==> src/rtl/mlfs_pkg.sv <==
// ----------------------------------------------------------------------------
// mlfs_pkg
// Shared sizes, event codes and register indexes of the multilevel feedback
// scheduler.
// ----------------------------------------------------------------------------
package mlfs_pkg;

	localparam int MAX_TASKS  = 32;
	localparam int MAX_LEVELS = 4;
	localparam int SLICE_BITS = 10;

	localparam int MODE_W  = 3;
	localparam int ID_W    = 5;
	localparam int LCNT_W  = 3;
	localparam int QUANT_W = 10;
	localparam int CFG_IDX_W  = 2;
	localparam int CFG_DATA_W = 10;

	localparam int IDX_W       = $clog2(MAX_TASKS);
	localparam int FILL_W      = $clog2(MAX_TASKS + 1);
	localparam int LVL_W       = (MAX_LEVELS > 1) ? $clog2(MAX_LEVELS) : 1;
	localparam int LVC_W       = $clog2(MAX_LEVELS + 1);
	localparam int STORE_DEPTH = MAX_LEVELS * MAX_TASKS;
	localparam int STORE_AW    = $clog2(STORE_DEPTH);
	localparam int SLICE_MAX   = (1 << SLICE_BITS) - 1;

	localparam logic [MODE_W-1:0] MODE_LOAD    = 3'd0;
	localparam logic [MODE_W-1:0] MODE_UNBLOCK = 3'd1;
	localparam logic [MODE_W-1:0] MODE_TICK    = 3'd2;
	localparam logic [MODE_W-1:0] MODE_BLOCK   = 3'd3;
	localparam logic [MODE_W-1:0] MODE_EXIT    = 3'd4;

	localparam logic [CFG_IDX_W-1:0] CFG_LEVEL_COUNT = 2'd0;
	localparam logic [CFG_IDX_W-1:0] CFG_QUANTUM_ONE = 2'd1;
	localparam logic [CFG_IDX_W-1:0] CFG_QUANTUM_TWO = 2'd2;
	localparam logic [CFG_IDX_W-1:0] CFG_QUANTUM_THR = 2'd3;

	localparam logic [LCNT_W-1:0]  RST_LEVEL_COUNT = 3'd4;
	localparam logic [QUANT_W-1:0] RST_QUANTUM_ONE = 10'd2;
	localparam logic [QUANT_W-1:0] RST_QUANTUM_TWO = 10'd4;
	localparam logic [QUANT_W-1:0] RST_QUANTUM_THR = 10'd8;

endpackage

==> src/rtl/mlfs_if.sv <==
// ----------------------------------------------------------------------------
// mlfs channels
// Valid/ready channels for scheduler events and for chosen tasks.
// ----------------------------------------------------------------------------
interface mlfs_evt_if;
	logic                      valid;
	logic                      ready;
	logic [mlfs_pkg::MODE_W-1:0] mode;
	logic [mlfs_pkg::ID_W-1:0]   task_id;
	logic [mlfs_pkg::ID_W-1:0]   running_id;
	logic                      running_idle;

	modport source(output valid, mode, task_id, running_id, running_idle, input ready);
	modport sink(input valid, mode, task_id, running_id, running_idle, output ready);
endinterface

interface mlfs_pick_if;
	logic                    valid;
	logic                    ready;
	logic [mlfs_pkg::ID_W-1:0] chosen_id;
	logic                    chosen_idle;

	modport source(output valid, chosen_id, chosen_idle, input ready);
	modport sink(input valid, chosen_id, chosen_idle, output ready);
endinterface

==> src/rtl/mlfs_ram.sv <==
// ----------------------------------------------------------------------------
// mlfs_ram
// Generic single-write, single-read RAM with registered read data.
// ----------------------------------------------------------------------------
module mlfs_ram #(
	parameter int WIDTH = 8,
	parameter int DEPTH = 16
) (
	input  logic                                     clk,
	input  logic                                     we,
	input  logic [((DEPTH > 1) ? $clog2(DEPTH) : 1)-1:0] waddr,
	input  logic [WIDTH-1:0]                         wdata,
	input  logic [((DEPTH > 1) ? $clog2(DEPTH) : 1)-1:0] raddr,
	output logic [WIDTH-1:0]                         rdata
);

	logic [WIDTH-1:0] mem [DEPTH];

	always_ff @(posedge clk) begin
		if (we) begin
			mem[waddr] <= wdata;
		end
		rdata <= mem[raddr];
	end

endmodule

==> src/rtl/multilevel_feedback_scheduler.sv <==
// ----------------------------------------------------------------------------
// multilevel_feedback_scheduler
// Single-processor multilevel feedback queue: per-level ready queues in one
// RAM, per-task levels in a second RAM, slice counter in a register.
//
//   channel | dir | handshake     | payload
//   evt     | in  | valid / ready | mode, task_id, running_id, running_idle
//   pick    | out | valid / ready | chosen_id, chosen_idle
//   cfg     | in  | cfg_we        | cfg_index, cfg_data
//
// A reschedule (expired tick, block, exit) steps through level RAM read, queue
// push, ready-store read, level RAM read of the chosen task, and result.
// Reset clears valid bits, queue counters and the slice counter at once;
// the RAMs need no clearing pass. A result waits in the output register; the
// next word is accepted meanwhile and stalls only when it has a result to
// place and the previous one is still untaken.
// ----------------------------------------------------------------------------
module multilevel_feedback_scheduler (
	input  logic                             clk,
	input  logic                             arst_n,
	mlfs_evt_if.sink                         evt,
	mlfs_pick_if.source                      pick,
	input  logic                             cfg_we,
	input  logic [mlfs_pkg::CFG_IDX_W-1:0]   cfg_index,
	input  logic [mlfs_pkg::CFG_DATA_W-1:0]  cfg_data
);

	typedef enum logic [2:0] {
		S_IDLE,
		S_FAST,
		S_LVL,
		S_POP,
		S_PICK,
		S_PLVL
	} state_t;

	state_t state_q;

	// configuration
	logic [mlfs_pkg::LCNT_W-1:0]  level_count_q;
	logic [mlfs_pkg::QUANT_W-1:0] quantum_one_q;
	logic [mlfs_pkg::QUANT_W-1:0] quantum_two_q;
	logic [mlfs_pkg::QUANT_W-1:0] quantum_thr_q;

	// scheduler state outside the RAMs
	logic [mlfs_pkg::IDX_W-1:0]      heads_q [mlfs_pkg::MAX_LEVELS];
	logic [mlfs_pkg::FILL_W-1:0]     fill_q  [mlfs_pkg::MAX_LEVELS];
	logic [mlfs_pkg::MAX_TASKS-1:0]  valid_q;
	logic [mlfs_pkg::SLICE_BITS-1:0] slice_q;

	// latched event
	logic [mlfs_pkg::MODE_W-1:0] mode_q;
	logic [mlfs_pkg::ID_W-1:0]   tid_q;
	logic [mlfs_pkg::ID_W-1:0]   rid_q;
	logic                        ridle_q;
	logic                        found_q;
	logic [mlfs_pkg::ID_W-1:0]   pick_id_q;

	// result register
	logic                      out_valid_q;
	logic [mlfs_pkg::ID_W-1:0] out_id_q;
	logic                      out_idle_q;
	logic                      out_load;

	// RAM ports
	logic                         lvl_we;
	logic [mlfs_pkg::IDX_W-1:0]   lvl_waddr;
	logic [mlfs_pkg::LVL_W-1:0]   lvl_wdata;
	logic [mlfs_pkg::IDX_W-1:0]   lvl_raddr;
	logic [mlfs_pkg::LVL_W-1:0]   lvl_rdata;
	logic                         st_we;
	logic [mlfs_pkg::STORE_AW-1:0] st_waddr;
	logic [mlfs_pkg::STORE_AW-1:0] st_raddr;
	logic [mlfs_pkg::ID_W-1:0]    st_rdata;

	// decoded values
	logic                        accept;
	logic                        slot_free;
	logic                        tid_ok;
	logic                        rid_ok;
	logic                        rknown;
	logic [mlfs_pkg::IDX_W-1:0]  tidx;
	logic [mlfs_pkg::IDX_W-1:0]  ridx;
	logic [mlfs_pkg::IDX_W-1:0]  in_tidx;
	logic [mlfs_pkg::IDX_W-1:0]  in_ridx;
	logic [mlfs_pkg::IDX_W-1:0]  pidx;
	logic [mlfs_pkg::LVC_W-1:0]  n_use;
	logic [mlfs_pkg::LVL_W-1:0]  lvl_next;
	logic                        push_req;
	logic [mlfs_pkg::LVL_W-1:0]  push_raw;
	logic [mlfs_pkg::LVL_W-1:0]  push_lvl;
	logic [mlfs_pkg::ID_W-1:0]   push_id;
	logic                        push_ok;
	logic [mlfs_pkg::IDX_W-1:0]  push_slot;
	logic                        pop_any;
	logic [mlfs_pkg::LVL_W-1:0]  pop_lvl;
	logic [mlfs_pkg::LVL_W-1:0]  pick_lvl;
	logic [mlfs_pkg::SLICE_BITS-1:0] slice_load;
	logic                        reschedule_mode;

	assign accept    = evt.valid && evt.ready;
	assign evt.ready = (state_q == S_IDLE);
	assign slot_free = !out_valid_q || pick.ready;
	assign out_load  = slot_free && (state_q == S_FAST || state_q == S_PLVL);

	assign pick.valid       = out_valid_q;
	assign pick.chosen_id   = out_id_q;
	assign pick.chosen_idle = out_idle_q;

	assign reschedule_mode = (evt.mode == mlfs_pkg::MODE_TICK) ||
		(evt.mode == mlfs_pkg::MODE_BLOCK) || (evt.mode == mlfs_pkg::MODE_EXIT);

	assign in_tidx = mlfs_pkg::IDX_W'(32'(evt.task_id));
	assign in_ridx = mlfs_pkg::IDX_W'(32'(evt.running_id));
	assign tidx    = mlfs_pkg::IDX_W'(32'(tid_q));
	assign ridx    = mlfs_pkg::IDX_W'(32'(rid_q));
	assign pidx    = mlfs_pkg::IDX_W'(32'(pick_id_q));
	assign tid_ok  = 32'(tid_q) < mlfs_pkg::MAX_TASKS;
	assign rid_ok  = 32'(rid_q) < mlfs_pkg::MAX_TASKS;
	assign rknown  = !ridle_q && rid_ok && valid_q[ridx];

	// levels in use, clamped to 1..MAX_LEVELS
	always_comb begin
		if (level_count_q == '0) begin
			n_use = mlfs_pkg::LVC_W'(1);
		end else if (32'(level_count_q) > mlfs_pkg::MAX_LEVELS) begin
			n_use = mlfs_pkg::LVC_W'(mlfs_pkg::MAX_LEVELS);
		end else begin
			n_use = mlfs_pkg::LVC_W'(level_count_q);
		end
	end

	// expired tick: drop one level unless already at the last level in use
	assign lvl_next = (32'(lvl_rdata) + 1 < 32'(n_use)) ? lvl_rdata + 1'b1 : lvl_rdata;

	// level RAM and push decisions, valid in S_LVL
	always_comb begin
		lvl_we    = 1'b0;
		lvl_waddr = ridx;
		lvl_wdata = lvl_rdata;
		push_req  = 1'b0;
		push_raw  = '0;
		push_id   = rid_q;
		if (state_q == S_LVL) begin
			unique case (mode_q)
				mlfs_pkg::MODE_LOAD: begin
					if (tid_ok) begin
						lvl_we    = 1'b1;
						lvl_waddr = tidx;
						lvl_wdata = '0;
						push_req  = 1'b1;
						push_id   = tid_q;
					end
				end
				mlfs_pkg::MODE_UNBLOCK: begin
					if (tid_ok && valid_q[tidx]) begin
						push_req = 1'b1;
						push_raw = lvl_rdata;
						push_id  = tid_q;
					end
				end
				mlfs_pkg::MODE_TICK: begin
					if (slice_q == '0 && rknown) begin
						lvl_we    = 1'b1;
						lvl_wdata = lvl_next;
						push_req  = 1'b1;
						push_raw  = lvl_next;
					end
				end
				mlfs_pkg::MODE_BLOCK: begin
					if (rknown && lvl_rdata != '0) begin
						lvl_we    = 1'b1;
						lvl_wdata = lvl_rdata - 1'b1;
					end
				end
				default: begin
				end
			endcase
		end
	end

	// push: clamp the level, drop on a full queue
	always_comb begin
		int slot;
		if (32'(push_raw) >= 32'(n_use)) begin
			push_lvl = mlfs_pkg::LVL_W'(32'(n_use) - 1);
		end else begin
			push_lvl = push_raw;
		end
		push_ok = push_req && (32'(fill_q[push_lvl]) < mlfs_pkg::MAX_TASKS);
		slot = 32'(heads_q[push_lvl]) + 32'(fill_q[push_lvl]);
		if (slot >= mlfs_pkg::MAX_TASKS) begin
			slot = slot - mlfs_pkg::MAX_TASKS;
		end
		push_slot = mlfs_pkg::IDX_W'(slot);
		st_we     = push_ok;
		st_waddr  = mlfs_pkg::STORE_AW'(32'(push_lvl) * mlfs_pkg::MAX_TASKS + 32'(push_slot));
	end

	// pop: first nonempty level wins
	always_comb begin
		pop_any = 1'b0;
		pop_lvl = '0;
		for (int l = mlfs_pkg::MAX_LEVELS - 1; l >= 0; l--) begin
			if (fill_q[l] != '0) begin
				pop_any = 1'b1;
				pop_lvl = mlfs_pkg::LVL_W'(l);
			end
		end
		st_raddr = mlfs_pkg::STORE_AW'(32'(pop_lvl) * mlfs_pkg::MAX_TASKS +
			32'(heads_q[pop_lvl]));
	end

	// level RAM read: the event's task_id or running_id on accept, chosen task in S_PICK,
	// hold the chosen task's address while the result waits
	always_comb begin
		if (state_q == S_PICK) begin
			lvl_raddr = mlfs_pkg::IDX_W'(32'(st_rdata));
		end else if (state_q == S_PLVL) begin
			lvl_raddr = pidx;
		end else if (evt.mode == mlfs_pkg::MODE_LOAD || evt.mode == mlfs_pkg::MODE_UNBLOCK) begin
			lvl_raddr = in_tidx;
		end else begin
			lvl_raddr = in_ridx;
		end
	end

	// slice reload from the chosen task's level
	always_comb begin
		int q;
		pick_lvl = '0;
		if (found_q && valid_q[pidx]) begin
			pick_lvl = lvl_rdata;
		end
		if (pick_lvl == '0) begin
			q = 1;
		end else if (32'(pick_lvl) == 1) begin
			q = 32'(quantum_one_q);
		end else if (32'(pick_lvl) == 2) begin
			q = 32'(quantum_two_q);
		end else begin
			q = 32'(quantum_thr_q);
		end
		if (q > mlfs_pkg::SLICE_MAX) begin
			q = mlfs_pkg::SLICE_MAX;
		end
		slice_load = (q == 0) ? '0 : mlfs_pkg::SLICE_BITS'(q - 1);
	end

	always_ff @(posedge clk or negedge arst_n) begin
		if (!arst_n) begin
			state_q       <= S_IDLE;
			level_count_q <= mlfs_pkg::RST_LEVEL_COUNT;
			quantum_one_q <= mlfs_pkg::RST_QUANTUM_ONE;
			quantum_two_q <= mlfs_pkg::RST_QUANTUM_TWO;
			quantum_thr_q <= mlfs_pkg::RST_QUANTUM_THR;
			for (int l = 0; l < mlfs_pkg::MAX_LEVELS; l++) begin
				heads_q[l] <= '0;
				fill_q[l]  <= '0;
			end
			valid_q     <= '0;
			slice_q     <= '0;
			found_q     <= 1'b0;
			out_valid_q <= 1'b0;
		end else begin
			if (cfg_we) begin
				unique case (cfg_index)
					mlfs_pkg::CFG_LEVEL_COUNT: level_count_q <= mlfs_pkg::LCNT_W'(cfg_data);
					mlfs_pkg::CFG_QUANTUM_ONE: quantum_one_q <= cfg_data;
					mlfs_pkg::CFG_QUANTUM_TWO: quantum_two_q <= cfg_data;
					mlfs_pkg::CFG_QUANTUM_THR: quantum_thr_q <= cfg_data;
					default: begin
					end
				endcase
			end

			if (out_load) begin
				out_valid_q <= 1'b1;
			end else if (pick.ready) begin
				out_valid_q <= 1'b0;
			end

			unique case (state_q)
				S_IDLE: begin
					if (accept) begin
						mode_q  <= evt.mode;
						tid_q   <= evt.task_id;
						rid_q   <= evt.running_id;
						ridle_q <= evt.running_idle;
						if (evt.mode == mlfs_pkg::MODE_TICK && slice_q != '0 &&
								!evt.running_idle) begin
							state_q <= S_FAST;
						end else if (evt.mode == mlfs_pkg::MODE_LOAD ||
								evt.mode == mlfs_pkg::MODE_UNBLOCK || reschedule_mode) begin
							state_q <= S_LVL;
						end
					end
				end
				S_FAST: begin
					// keep the running task, count down
					if (slot_free) begin
						out_id_q    <= rid_q;
						out_idle_q  <= 1'b0;
						slice_q     <= slice_q - 1'b1;
						state_q     <= S_IDLE;
					end
				end
				S_LVL: begin
					if (lvl_we) begin
						// load revalidates; other writes keep the bit
						valid_q[lvl_waddr] <= 1'b1;
					end
					if (push_ok) begin
						fill_q[push_lvl] <= fill_q[push_lvl] + 1'b1;
					end
					if (mode_q == mlfs_pkg::MODE_LOAD || mode_q == mlfs_pkg::MODE_UNBLOCK) begin
						state_q <= S_IDLE;
					end else begin
						state_q <= S_POP;
					end
				end
				S_POP: begin
					found_q <= pop_any;
					if (pop_any) begin
						fill_q[pop_lvl] <= fill_q[pop_lvl] - 1'b1;
						if (32'(heads_q[pop_lvl]) + 1 >= mlfs_pkg::MAX_TASKS) begin
							heads_q[pop_lvl] <= '0;
						end else begin
							heads_q[pop_lvl] <= heads_q[pop_lvl] + 1'b1;
						end
					end
					state_q <= S_PICK;
				end
				S_PICK: begin
					pick_id_q <= st_rdata;
					state_q   <= S_PLVL;
				end
				S_PLVL: begin
					if (slot_free) begin
						out_id_q    <= found_q ? pick_id_q : '0;
						out_idle_q  <= !found_q;
						slice_q     <= slice_load;
						// forget the level only after the chosen task's level is used
						if (mode_q == mlfs_pkg::MODE_EXIT && rknown) begin
							valid_q[ridx] <= 1'b0;
						end
						state_q <= S_IDLE;
					end
				end
				default: begin
					state_q <= S_IDLE;
				end
			endcase
		end
	end

	mlfs_ram #(
		.WIDTH(mlfs_pkg::LVL_W),
		.DEPTH(mlfs_pkg::MAX_TASKS)
	) u_level_ram (
		.clk  (clk),
		.we   (lvl_we),
		.waddr(lvl_waddr),
		.wdata(lvl_wdata),
		.raddr(lvl_raddr),
		.rdata(lvl_rdata)
	);

	mlfs_ram #(
		.WIDTH(mlfs_pkg::ID_W),
		.DEPTH(mlfs_pkg::STORE_DEPTH)
	) u_ready_store (
		.clk  (clk),
		.we   (st_we),
		.waddr(st_waddr),
		.wdata(push_id),
		.raddr(st_raddr),
		.rdata(st_rdata)
	);

	a_idle_pick_zero: assert property (@(posedge clk) disable iff (!arst_n)
		(out_valid_q && out_idle_q) |-> (out_id_q == '0))
		else $error("idle result carries a nonzero task id");

	a_load_validates: assert property (@(posedge clk) disable iff (!arst_n)
		(state_q == S_LVL && mode_q == mlfs_pkg::MODE_LOAD && tid_ok) |=> valid_q[tidx])
		else $error("loaded task has no valid level");

	a_fast_needs_slice: assert property (@(posedge clk) disable iff (!arst_n)
		(state_q == S_FAST) |-> (slice_q != '0 && !ridle_q))
		else $error("slice countdown entered with no slice left");

endmodule
==> src/flat_wrapper.sv <==
// flat-port wrapper written by rule: the top's interface ports become plain ports
module multilevel_feedback_scheduler_flat 
  (clk, arst_n, cfg_we, cfg_index, cfg_data, evt_valid, evt_mode, evt_task_id, evt_running_id, evt_running_idle, evt_ready, pick_valid, pick_chosen_id, pick_chosen_idle, pick_ready);
  mlfs_evt_if evt_i ();
  mlfs_pick_if pick_i ();
  input  logic clk;
  input  logic arst_n;
  input  logic cfg_we;
  input  logic [mlfs_pkg::CFG_IDX_W-1:0] cfg_index;
  input  logic [mlfs_pkg::CFG_DATA_W-1:0] cfg_data;
  input wire logic [$bits(evt_i.valid)-1:0] evt_valid;
  input wire logic [$bits(evt_i.mode)-1:0] evt_mode;
  input wire logic [$bits(evt_i.task_id)-1:0] evt_task_id;
  input wire logic [$bits(evt_i.running_id)-1:0] evt_running_id;
  input wire logic [$bits(evt_i.running_idle)-1:0] evt_running_idle;
  output wire logic [$bits(evt_i.ready)-1:0] evt_ready;
  output wire logic [$bits(pick_i.valid)-1:0] pick_valid;
  output wire logic [$bits(pick_i.chosen_id)-1:0] pick_chosen_id;
  output wire logic [$bits(pick_i.chosen_idle)-1:0] pick_chosen_idle;
  input wire logic [$bits(pick_i.ready)-1:0] pick_ready;
  assign evt_i.valid = evt_valid;
  assign evt_i.mode = evt_mode;
  assign evt_i.task_id = evt_task_id;
  assign evt_i.running_id = evt_running_id;
  assign evt_i.running_idle = evt_running_idle;
  assign evt_ready = evt_i.ready;
  assign pick_valid = pick_i.valid;
  assign pick_chosen_id = pick_i.chosen_id;
  assign pick_chosen_idle = pick_i.chosen_idle;
  assign pick_i.ready = pick_ready;
  multilevel_feedback_scheduler u_core (.clk(clk), .arst_n(arst_n), .evt(evt_i), .pick(pick_i), .cfg_we(cfg_we), .cfg_index(cfg_index), .cfg_data(cfg_data));
endmodule
==> config.mk <==
export PLATFORM = sky130hd
export DESIGN_NAME = multilevel_feedback_scheduler_flat
export DESIGN_NICKNAME = d
export VERILOG_FILES = /design/src/rtl/mlfs_pkg.sv /design/src/rtl/mlfs_if.sv /design/src/rtl/mlfs_ram.sv /design/src/rtl/multilevel_feedback_scheduler.sv /design/src/flat_wrapper.sv
export SDC_FILE = /design/constraint.sdc
export NUM_CORES = 1
export LEC_CHECK = 0
export ABC_AREA = 1
export BUFFER_PORTS_ARGS = -buffer_cell sky130_fd_sc_hd__buf_2
export CAP_MARGIN = 15
export CORE_MARGIN = 2
export CORE_UTILIZATION = 55
export DETAILED_ROUTE_END_ITERATION = 10
export PLACE_DENSITY = 0.8
export SETUP_SLACK_MARGIN = 0.5
export SYNTH_ARGS = -nofsm -noshare
export SYNTH_HDL_FRONTEND = slang
export SYNTH_HIERARCHICAL = 1
export SYNTH_SLANG_ARGS = --single-unit
==> constraint.sdc <==
create_clock -name clk -period 5.4 [get_ports clk]
set_input_delay 0.81 -clock clk [delete_from_list [all_inputs] [get_ports clk]]
set_output_delay 0.81 -clock clk [all_outputs]
set_load 0.03 [all_outputs]
### After elaboration in Yosys (flattened, before gate mapping)

Memories as Yosys holds them, arrays and structs flattened. A register that Yosys moved wholly into a read port is not among the register bits.
Index checks and enable logic that the tools add are counted.

* bitwise operators: 7
* reduce and logical (&&, ||, !) cells: 56
* equality and inequality tests: 27
* mux-type cells: 103
* $lt $le $gt $ge: 17
* add/sub/neg operators: 14

Operator list (count)
* 32-bit two-way mux: 6
* 5-bit two-way mux: 16
* 32-bit case mux with 2 select lines: 1
* 24-bit bitwise mux: 2
* 24-bit two-way mux: 2
* 24-bit case mux with 2 select lines: 1
* 10-bit two-way mux: 4
* 6-bit two-way mux: 6
* 32-bit AND: 1
* 32-bit by 6-bit greater-or-equal comparator with 1-bit output, second input constant: 1
* 32-bit by 11-bit greater-than comparator with 1-bit output, second input constant: 1
* 32-bit zero test: 1
* 32-bit inverter: 1
* 32-bit bitwise OR: 1
* 2-bit two-way mux: 14
* 6-bit binary-select mux with 2-bit select: 2
* 6-bit demux with 2-bit select: 2
* 5-bit by 6-bit less-than comparator with 1-bit output, second input constant: 4
* 6-bit nonzero test: 4
* 1-bit two-way mux: 22
* 20-bit AND: 1
* 5-bit binary-select mux with 2-bit select: 2
* 20-bit bitwise mux: 1
* 20-bit two-way mux: 1
* other kinds (53): 127

* bits of input ports: 31
* output and inout port bits: 8
* bits in writable memories: 704
* memories kept: 2
* logic and storage cells: 250
* register bits: 149

Memories
* u_core.u_ready_store.mem: depth 128, bits a word 5, read ports 1, clocked after Yosys merged registers in 1, wr ports 1, RTL line mlfs_ram.sv:17 `logic [WIDTH-1:0] mem [DEPTH];`
* u_core.u_level_ram.mem: depth 32, bits a word 2, read ports 1, clocked after Yosys merged registers in 1, wr ports 1, RTL line mlfs_ram.sv:17

### Depth between registers and ports, before layout

Gate-level depths: netlist of run 1.

* word-level depth: 18
* gate-level depth with buffers: 38
* depth with buffers taken out: 37

### Modules after synthesis

The synthesis of run 1 kept the hierarchy.

By module, submodules not included
* mlfs_ram at u_core.u_ready_store: seq. area each 19318.5 µm², area each 26696.9 µm², times used 1, cells an instance 2308
* multilevel_feedback_scheduler: seq. area each 3858.7 µm², area each 10047.1 µm², times used 1, cells an instance 1443
* mlfs_ram at u_core.u_level_ram: seq. area each 1961.9 µm², area each 2906.5 µm², times used 1, cells an instance 269

### Least setup slack after synthesis of run 1

No wires, ideal clock.

* path type: register -> register
* from: register u_core/tid_q[0] in the netlist's numbering
* to: memory u_core/u_ready_store/mem[0][1] in the netlist's numbering (data pin)
* clock period less this slack: 5889 ps
* library setup time: 969 ps
* data required time: 4431 ps
* data arrival time: 4920 ps
* slack: -489 ps
* stages on the path, launching flop included: 14
* path buffers: 2
* path through: edfxtp_1 > inv_2 > buf_2 > nand2_1 > o211ai_1 > nand3_1 > nand3_1 > nand2_1 > nand2_1 > nand2_1 > buf_4 > nand2_1 > o211ai_1 > a31oi_1

* cells in the longest elaborated chain, start to end: 5

RTL lines
* from (decl): RTL line multilevel_feedback_scheduler.sv:53 `logic [mlfs_pkg::ID_W-1:0] tid_q;`
* from (signal assigned): RTL line multilevel_feedback_scheduler.sv:287 `tid_q <= evt.task_id;`
* 1-bit binary-select mux with 5-bit select: RTL line multilevel_feedback_scheduler.sv:156 `if (tid_ok && valid_q[tidx]) begin`
* 1-bit two-way mux (not written as such): RTL line multilevel_feedback_scheduler.sv:156
* 5-bit two-way mux: RTL line multilevel_feedback_scheduler.sv:156
* 5-bit case mux with 2 select lines: RTL line multilevel_feedback_scheduler.sv:145 `unique case (mode_q)`
* 5-bit two-way mux: RTL line multilevel_feedback_scheduler.sv:144 `if (state_q == S_LVL) begin`
* named net u_core.push_id (one bit): RTL line multilevel_feedback_scheduler.sv:92 `logic [mlfs_pkg::ID_W-1:0] push_id;`
* to (decl): RTL line mlfs_ram.sv:17

The timed path passes the listed nets, and every way through them passes these cells. The select of a mux whose other input is x is not followed.

### Worst setup path after layout of run 1

* from: register u_core/tid_q[0] in the netlist's numbering
* to: memory u_core/u_ready_store/mem[105][3] in the netlist's numbering, enable pin

* cells in the longest elaborated chain, start to end: 15
* elaborated cells on any way between the ends: 26
* those cells by class: add/sub (3); order compare (3); mux (18); bitwise (1); reduce/logical (1)

RTL lines
* 1-bit binary-select mux with 5-bit select (*): RTL line multilevel_feedback_scheduler.sv:156
* 1-bit two-way mux (not written as such) (*): RTL line multilevel_feedback_scheduler.sv:156
* 2-bit two-way mux (*): RTL line multilevel_feedback_scheduler.sv:156
* 2-bit case mux with 2 select lines (*): RTL line multilevel_feedback_scheduler.sv:145
* 2-bit two-way mux (*): RTL line multilevel_feedback_scheduler.sv:144
* 2-bit by 3-bit greater-or-equal comparator with 1-bit output: RTL line multilevel_feedback_scheduler.sv:185 `if (32'(push_raw) >= 32'(n_use)) begin`
* 2-bit two-way mux (*): RTL line multilevel_feedback_scheduler.sv:185
* 2-bit inverter with 3-bit output (not written as such) (*): RTL line multilevel_feedback_scheduler.sv:191 `slot = 32'(heads_q[push_lvl]) + 32'(fill_q[push_lvl]);`
* 5-bit binary-select mux with 2-bit select or 6-bit binary-select mux with 2-bit select (tied branches): RTL line multilevel_feedback_scheduler.sv:191
* 5-bit two-way mux (not written as such) or 6-bit two-way mux (tied branches) (2 in a row): RTL line multilevel_feedback_scheduler.sv:191
* 5-bit by 6-bit adder with 7-bit output (*): RTL line multilevel_feedback_scheduler.sv:191
* 7-bit by 6-bit greater-or-equal comparator with 1-bit output or 5-bit by 1-bit subtractor with 5-bit output (tied branches): RTL line multilevel_feedback_scheduler.sv:192, multilevel_feedback_scheduler.sv:193
* 5-bit two-way mux (*): RTL line multilevel_feedback_scheduler.sv:192 `if (slot >= mlfs_pkg::MAX_TASKS) begin`
* named net u_core.push_slot (one bit): RTL line multilevel_feedback_scheduler.sv:94 `logic [mlfs_pkg::IDX_W-1:0] push_slot;`
* 7-bit by 5-bit adder with 7-bit output (*): RTL line multilevel_feedback_scheduler.sv:197 `st_waddr = mlfs_pkg::STORE_AW'(32'(push_lvl) * mlfs_pkg::MAX_TASKS + 32'(push_slot));`

The timed path passes the listed nets; every way through them passes the cells marked *. The select of a mux whose other input is x is not followed.

==> reports/metrics.cfg, run 1 <==
[run_status]
status = complete, no violations

[finish]
nets = 4249
syn2layout_area_growth_pct = 17.03
diodes = 0
drive_above_1_share_pct = 16.18

[setup_path]
path_max_fanout = 7
crit_arrival_ns = 5.72
cp_slowest_cell = edfxtp_1
r2r_slack_ns = 0.06
r2r-start = u_core/tid_q[0]
required_ns = 5.78
cpMostUsedCell = nand2_4
critPathMaxStageDelay_ns = 0.57
cp-end-kind = flip-flop
startpoint_type = flip-flop
ff2ff_path_depth = 32
r2r-end = u_core/u_ready_store/mem[105][3]
path_class = reg2reg

[die]
dieArea_sq_um = 74260
die_width_um = 272.5
std_cell_rows = 98
die_h_um = 272.5
ios = 39
initial_core_util_pct = 55.47
coreArea_sq_um = 71490

[global_route]
grt_first_pass_wirelength_um = 164300
grt_usage_pct = 28.34
grt_max_degree = 141
grt_pass1_vias = 30080
grt_antenna_before_repair = 0
gr-total-overflow = 0

[clocking]
worstSkewPairLatency_ns = 0.66
clock-sinks = 860
cts_root_buffer = clkbuf_16
cts_buffers = 88
path_clk_slew_ns = 0.06
cts_tree = yes
cts.path.max_buffers = 3
h-tree-depth = 3

[yosys]
synth_edf_count = 729
synth_top_family_by_area = simple AND/OR/NAND/NOR gates
async_flop_share_pct = 14.42
ys_dominant_reg_cell = edfxtp_1
syn_nets = 4065
yosysSeqAreaShare_pct = 63.40
muxShareOfSynthArea_pct = 0
ys_types = 58
yosysWarnings = 6
synth-compound-area-share_pct = 4.131
netlist_area_sq_um = 39650
yosys.area_share.adder_pct = 0.4607
ys_ff_latch = 860
synth_xor_area_share_pct = 0.3313
synth_simple_gate_area_share_pct = 26.24
synth_area_per_cell_sq_um = 9.863
syn_inst = 4020

[pwr]
vdd_drop_max_v = 0.0004572
p_leak_nw = 18.08
p_per_area_nw_per_um2 = 543.8

[timing]
slew_viol_final = 0
hold_slack_ns = 0.1902
slew_headroom_pct = 34.77
fmax_mhz = 187.2
rsz0062_at_grt = yes
finalHoldViolations = 0
fin_crit_ns = 5.343
finalCritPeriodShare_pct = 98.94
tns_ns = 0
max_slew.worst_pin.slew_ns = 0.9784
fin_skew_ns = 0.06223
setup_viol = 0

[drt]
vias_per_cell = 6.014
wl_per_cell_um = 20.90
vias = 31440
drt_first_pass_iters = 6
routed_wl_um = 109300
final_antenna_net_count = 0
drc = 0
drtIter0Drc = 3794

[worst_hold_path]
min_path_type = in2async

[job]
maxCapViolations = 0

[placement]
dp_hpwl_um = 64440
place.gp.congestion = 1.006
portBuffers = 38

state kept, by name (all words and copies together) (netlist names), 10 cells and up:
| name | cells |
|---|---|
| u_core/u_ready_store/mem | 640 |
| u_core/quantum_one_q | 10 |
| u_core/heads_q | 20 |
| u_core/valid_q | 32 |
| u_core/u_level_ram/mem | 64 |
| u_core/quantum_two_q | 10 |
| u_core/quantum_thr_q | 10 |
| u_core/slice_q | 10 |
| u_core/fill_q | 24 |
worst max-delay path by stage:
| stage | start | to | slack [ns] | depth (start not counted) |
|---|---|---|---|---|
| global placement | u_core/rid_q[2] | u_core/u_ready_store/mem[86][0] | 0.05 | 32 |
| floorplan | u_core/u_level_ram/rdata[0] | u_core/u_ready_store/mem[104][0] | 0.30 | 29 |
| finish | u_core/tid_q[0] | u_core/u_ready_store/mem[105][3] | 0.06 | 32 |
| CTS | u_core/rid_q[0] | u_core/u_ready_store/mem[79][1] | 0.43 | 39 |
| global route | u_core/tid_q[0] | u_core/u_ready_store/mem[87][2] | -0.11 | 36 |
| detailed placement | u_core/rid_q[0] | u_core/u_ready_store/mem[86][2] | 0.06 | 36 |
area by class of cell:
type,count,area (sq um)
inverter,227,904.6
multi-input combinational,2737,13560
fill,5189,25080
sequential,860,25140
tap,950,1189
clock buffer,110,2326
clock inverter,54,420.4
timing repair buffer,290,2860
per-stage QoR:
stage	worst slack, ns	utilization (%)	total power [mW]	instances	area, sq um
final	0.05710	64.91	25.23	5228	46400
after global routing	-0.1086	64.91	26.40	5228	46400
after CTS	0.4331	63.42	24.21	5193	45330
after detailed placement	0.06125	58.73	18.05	4999	41990
after global placement	0.05058	58.73	17.89	4999	41990
after floorplan	0.3015	-	15.08	4020	40050
power by group:
part | total, mW | internal [mW] | switching, mW
Combinational | 11.3 | 3.42 | 7.89
Sequential | 8.15 | 7.90 | 0.250
Clock | 5.78 | 3.19 | 2.59
cells in the mapped netlist, drive strengths merged (6+ instances only):
master / number / area share (%)
nand4: 23 / 0.40
inv: 221 / 2.1
nand3b: 6 / 0.11
dfxtp: 7 / 0.35
o22ai: 36 / 0.57
dfrtp: 120 / 7.6
clkinv: 6 / 0.057
o21ai: 136 / 1.7
nand3: 752 / 9.6
edfxtp: 729 / 55
nor2: 343 / 3.3
a31oi: 8 / 0.13
a21oi: 57 / 0.80
xor2: 10 / 0.22
a22oi: 6 / 0.11
nor4: 8 / 0.16
nor3: 35 / 0.47
ha: 13 / 0.41
buf: 144 / 2.7
o221ai: 6 / 0.13
nand2: 1256 / 12
o211ai: 18 / 0.34
clkbuf: 54 / 0.51
timing repair:
action / in CTS / in global routing
hold buffers: 0 / 0
endpoints found under the hold margin: 0 / 0
endpoints found under the setup margin: 640 / 640
setup buffers: 27 / 29
pin swaps: 24 / 36
gates resized for setup: 94 / 178
gates cloned: 3 / 6
cells in the final DEF, fill, tap and decap left out, types with 9 or more instances in the layout:
master and n:
nand2_2 45, clkinv_1 28, nor2_4 71, nor2_2 34, nand2_4 25, a21oi_2 9
o211ai_1 18, clkbuf_1 19, nor3_1 22, buf_6 42, xor2_1 9, nor2_1 238
dfrtp_1 120, inv_1 184, clkbuf_16 95, ha_1 11, o21ai_0 118, a21oi_1 44
buf_12 37, nand3_1 735, o22ai_1 35, inv_2 24, o21ai_1 15, nand3_2 12
nand2_1 1185, buf_2 37, edfxtp_1 729, nand4_1 22, clkinv_2 17, buf_4 163
cells by family after synthesis:
family                   count (synthesis)
adder cells (fa/ha/maj)                 14
AO/OA/AOI/OAI                          282
XOR/XNOR                                15
flip-flops                             860
AND/OR/NAND/NOR                       2424
buffers and inverters                  425
routing by layer:
layer	track usage, %	vias up	part of all wire, %
met2	46.77	2097	47
met3	4.191	423	10
li1	-	14140	-
met1	37.10	14780	37
met5	0	-	0
met4	13.56	0	5.0
worst max-delay path, delay by kind of cell, from the launching register on:
| kind | cells | cell delay (ns) |
|---|---|---|
| compound gates | 4 | 0.70 |
| simple gates | 17 | 1.69 |
| flops | 1 | 0.57 |
| xor+xnor | 1 | 0.20 |
| fa+ha+maj | 2 | 0.75 |
| buf+inv | 8 | 1.14 |
Note: power is estimated with default switching activity, not from simulation.
==> inputs of run 2 (changes only) <==
PLACE_DENSITY = 0.77   (was 0.8)
clock period = 6 ns   (was 5.4 ns; I/O delays follow)
==> run 2 against run 1 <==
  * Sequential share of layout area grew 1.9 points
  * Die area did not move
  * Register-to-register slack improved by 0.68 ns
  * Combinational power decreased by 17%
  * Critical path type unchanged
==> reports/metrics.cfg, run 2 (same netlist as run 1, synthesis figures left out) <==
[run_status]
status = complete, no violations  ; unchanged

[global_route]
grt_antenna_before_repair = 3  ; was 0
grt_max_degree = 178  ; was 141
grt_usage_pct = 27.51  ; was 28.34%
grt_first_pass_wirelength_um = 159500  ; was 164300 um
gr-total-overflow = 0  ; unchanged
grt_pass1_vias = 28770  ; was 30080

[finish]
nFillCells = 5525  ; was 5189
mostFrequentLayoutCell = nand2_1  ; unchanged
reg.largest.list = u_core/u_ready_store/mem: 640 flops, u_core/u_level_ram/mem: 64 flops, u_core/valid_q: 32 flops  ; unchanged
largest_register_ffs = 640  ; unchanged
drive_above_1_share_pct = 12.41  ; was 16.18%
instances_no_fill = 5060  ; was 5228
syn2layout_area_growth_pct = 13.14  ; was 17.03%
nets = 4080  ; was 4249
mostFrequentLayoutCells = 1212 x nand2_1, 743 x nand3_1, 729 x edfxtp_1  ; was 1185 x nand2_1, 735 x nand3_1, 729 x edfxtp_1
regMostFlops = u_core/u_ready_store/mem  ; unchanged

[timing]
rsz0062_at_grt = no  ; was yes
finalCritPeriodShare_pct = 87.66  ; was 98.94%
max_slew.worst_pin.slew_ns = 1.229  ; was 0.9784 ns
slew_viol_final = 0  ; unchanged
slew_headroom_pct = 17.74  ; was 34.77%
finalHoldViolations = 0  ; unchanged
fin_skew_ns = 0.02489  ; was 0.06223 ns
fin_crit_ns = 5.260  ; was 5.343 ns
fmax_mhz = 190.1  ; was 187.2 MHz
setup_viol = 0  ; unchanged
fin_ws_ns = 0.7403  ; was 0.05710 ns

[die]
ios = 39  ; unchanged
initial_core_util_pct = 55.47  ; unchanged
die_width_um = 272.5  ; unchanged
die_h_um = 272.5  ; unchanged
std_cell_rows = 98  ; unchanged
dieArea_sq_um = 74260  ; unchanged
coreArea_sq_um = 71490  ; unchanged

[setup_path]
path_max_fanout = 14  ; was 7
required_ns = 6.35  ; was 5.78 ns
r2r-start = u_core/tid_q[2]  ; was u_core/tid_q[0]
path_class = reg2reg  ; unchanged
startpoint_type = flip-flop  ; unchanged
ff2ff_path_depth = 26  ; was 32
r2r-end = u_core/u_ready_store/mem[3][3]  ; was u_core/u_ready_store/mem[105][3]
crit_arrival_ns = 5.61  ; was 5.72 ns
r2r_slack_ns = 0.74  ; was 0.06 ns
cp-end-kind = flip-flop  ; unchanged

[drt]
final_antenna_net_count = 0  ; unchanged
vias_per_cell = 5.923  ; was 6.014
drtIter0Drc = 3787  ; was 3794
vias = 29970  ; was 31440
drt_first_pass_iters = 7  ; was 6
routed_wl_um = 103300  ; was 109300 um
wl_per_cell_um = 20.41  ; was 20.90 um
drc = 0  ; unchanged

[clocking]
h-tree-depth = 3  ; unchanged
path_clk_slew_ns = 0.06  ; about the same
cts_root_buffer = clkbuf_16  ; unchanged
cts_tree = yes  ; unchanged
worstSkewPairLatency_ns = 0.65  ; was 0.66 ns
cts_hold_buf = 0  ; unchanged
clock-sinks = 860  ; unchanged
cts_buffers = 87  ; was 88
cts.path.max_buffers = 3  ; unchanged

[pwr]
p_leak_nw = 16.95  ; was 18.08 nW
fin_total_pwr_mw = 22.09  ; was 25.23 mW
vdd_drop_max_v = 0.0006282  ; was 0.0004572 V
p_per_area_nw_per_um2 = 492.5  ; was 543.8 nW/um^2

[placement]
place.gp.congestion = 0.9948  ; was 1.006
dp_hpwl_um = 62490  ; was 64440 um
portBuffers = 38  ; unchanged
dp.cells = 4879  ; was 4999
place_ws_ns = -0.02459  ; was 0.06125 ns

[job]
maxCapViolations = 0  ; unchanged

[worst_hold_path]
min_path_type = in2async  ; unchanged

-- run 2: final cells by class --
type	count	area [sq um]	area share [%]
Clock buffer	116	2346	5.230
Tap cell	950	1189	2.650
Sequential cell	860	25140	56.04
Inverter	227	885.9	1.975
Timing Repair Buffer	124	1077	2.401
Multi-Input combinational cell	2735	13690	30.52
Antenna cell	1	2.502	0.005578
Clock inverter	47	529.3	1.180
-- run 2: worst max-delay path by stage --
stage | cells after the start | to | startpoint | slack [ns]
final | 26 | u_core/u_ready_store/mem[3][3] | u_core/tid_q[2] | 0.74
after global routing | 32 | u_core/u_ready_store/mem[86][0] | u_core/u_level_ram/rdata[0] | 0.45
after CTS | 29 | u_core/u_ready_store/mem[20][2] | u_core/u_level_ram/rdata[0] | 0.40
after detailed placement | 26 | u_core/u_ready_store/mem[78][1] | u_core/slice_q[4] | -0.02
after global placement | 26 | u_core/u_ready_store/mem[8][0] | u_core/slice_q[4] | 0.11
after floorplan | 28 | u_core/u_ready_store/mem[117][0] | u_core/u_level_ram/rdata[0] | 0.45
-- run 2: stage by stage --
stage | cell area (sq um) | TNS (ns) | hold slack, ns | util [%]
2_1_floorplan | 39690 | 0 | 0.4090 | -
3_3_place_gp | 40580 | 0 | 0.4153 | 56.77
3_5_place_dp | 40580 | -0.2668 | 0.4171 | 56.77
4_1_cts | 43970 | 0 | 0.3173 | 61.51
5_1_grt | 44860 | 0 | 0.3486 | 62.75
6_report | 44860 | 0 | 0.3118 | 62.75
-- run 2: per-layer routing --
| metal | share of wire [%] | vias to the layer above | track usage (%) |
|---|---|---|---|
| met5 | 0 | - | 0 |
| met3 | 9.5 | 289 | 4.674 |
| met4 | 3.9 | 0 | 12.06 |
| met2 | 48 | 1660 | 44.77 |
| li1 | - | 13830 | - |
| met1 | 39 | 14190 | 36.63 |
-- run 2: timing repair --
action	in CTS	in global routing
gates cloned	0	0
setup endpoints to repair	640	640
pin swaps	0	35
buffers inserted	1	16
resized for setup	168	145
-- run 2: worst max-delay path, cell delays in order, from the launching register on --
cell and delay [ns]:
edfxtp_1 0.52, inv_1 0.30, nand3_1 0.18, nand3_1 0.11
nand2_1 0.10, nand2_1 0.10, nand2_1 0.12, nand3_1 0.11
nand2_1 0.10, nand2_1 0.11, inv_1 0.05, ha_1 0.30
a21oi_2 0.16, nor2_1 0.07, inv_1 0.12, nand3_4 0.13
nand2_8 0.15, buf_4 0.12, nand2_2 0.07, o22ai_1 0.18
nor2_1 0.10, fa_2 0.68, inv_1 0.13, nor3_1 0.26
nand2_1 0.16, buf_6 0.26, nor2_4 0.22
-- run 2: report_power, final --
group	internal [mW]	switching, mW	total [mW]
registers	7.11	0.206	7.31
logic	2.53	6.84	9.37
clock network	3.09	2.32	5.41
total	12.7	9.37	22.1
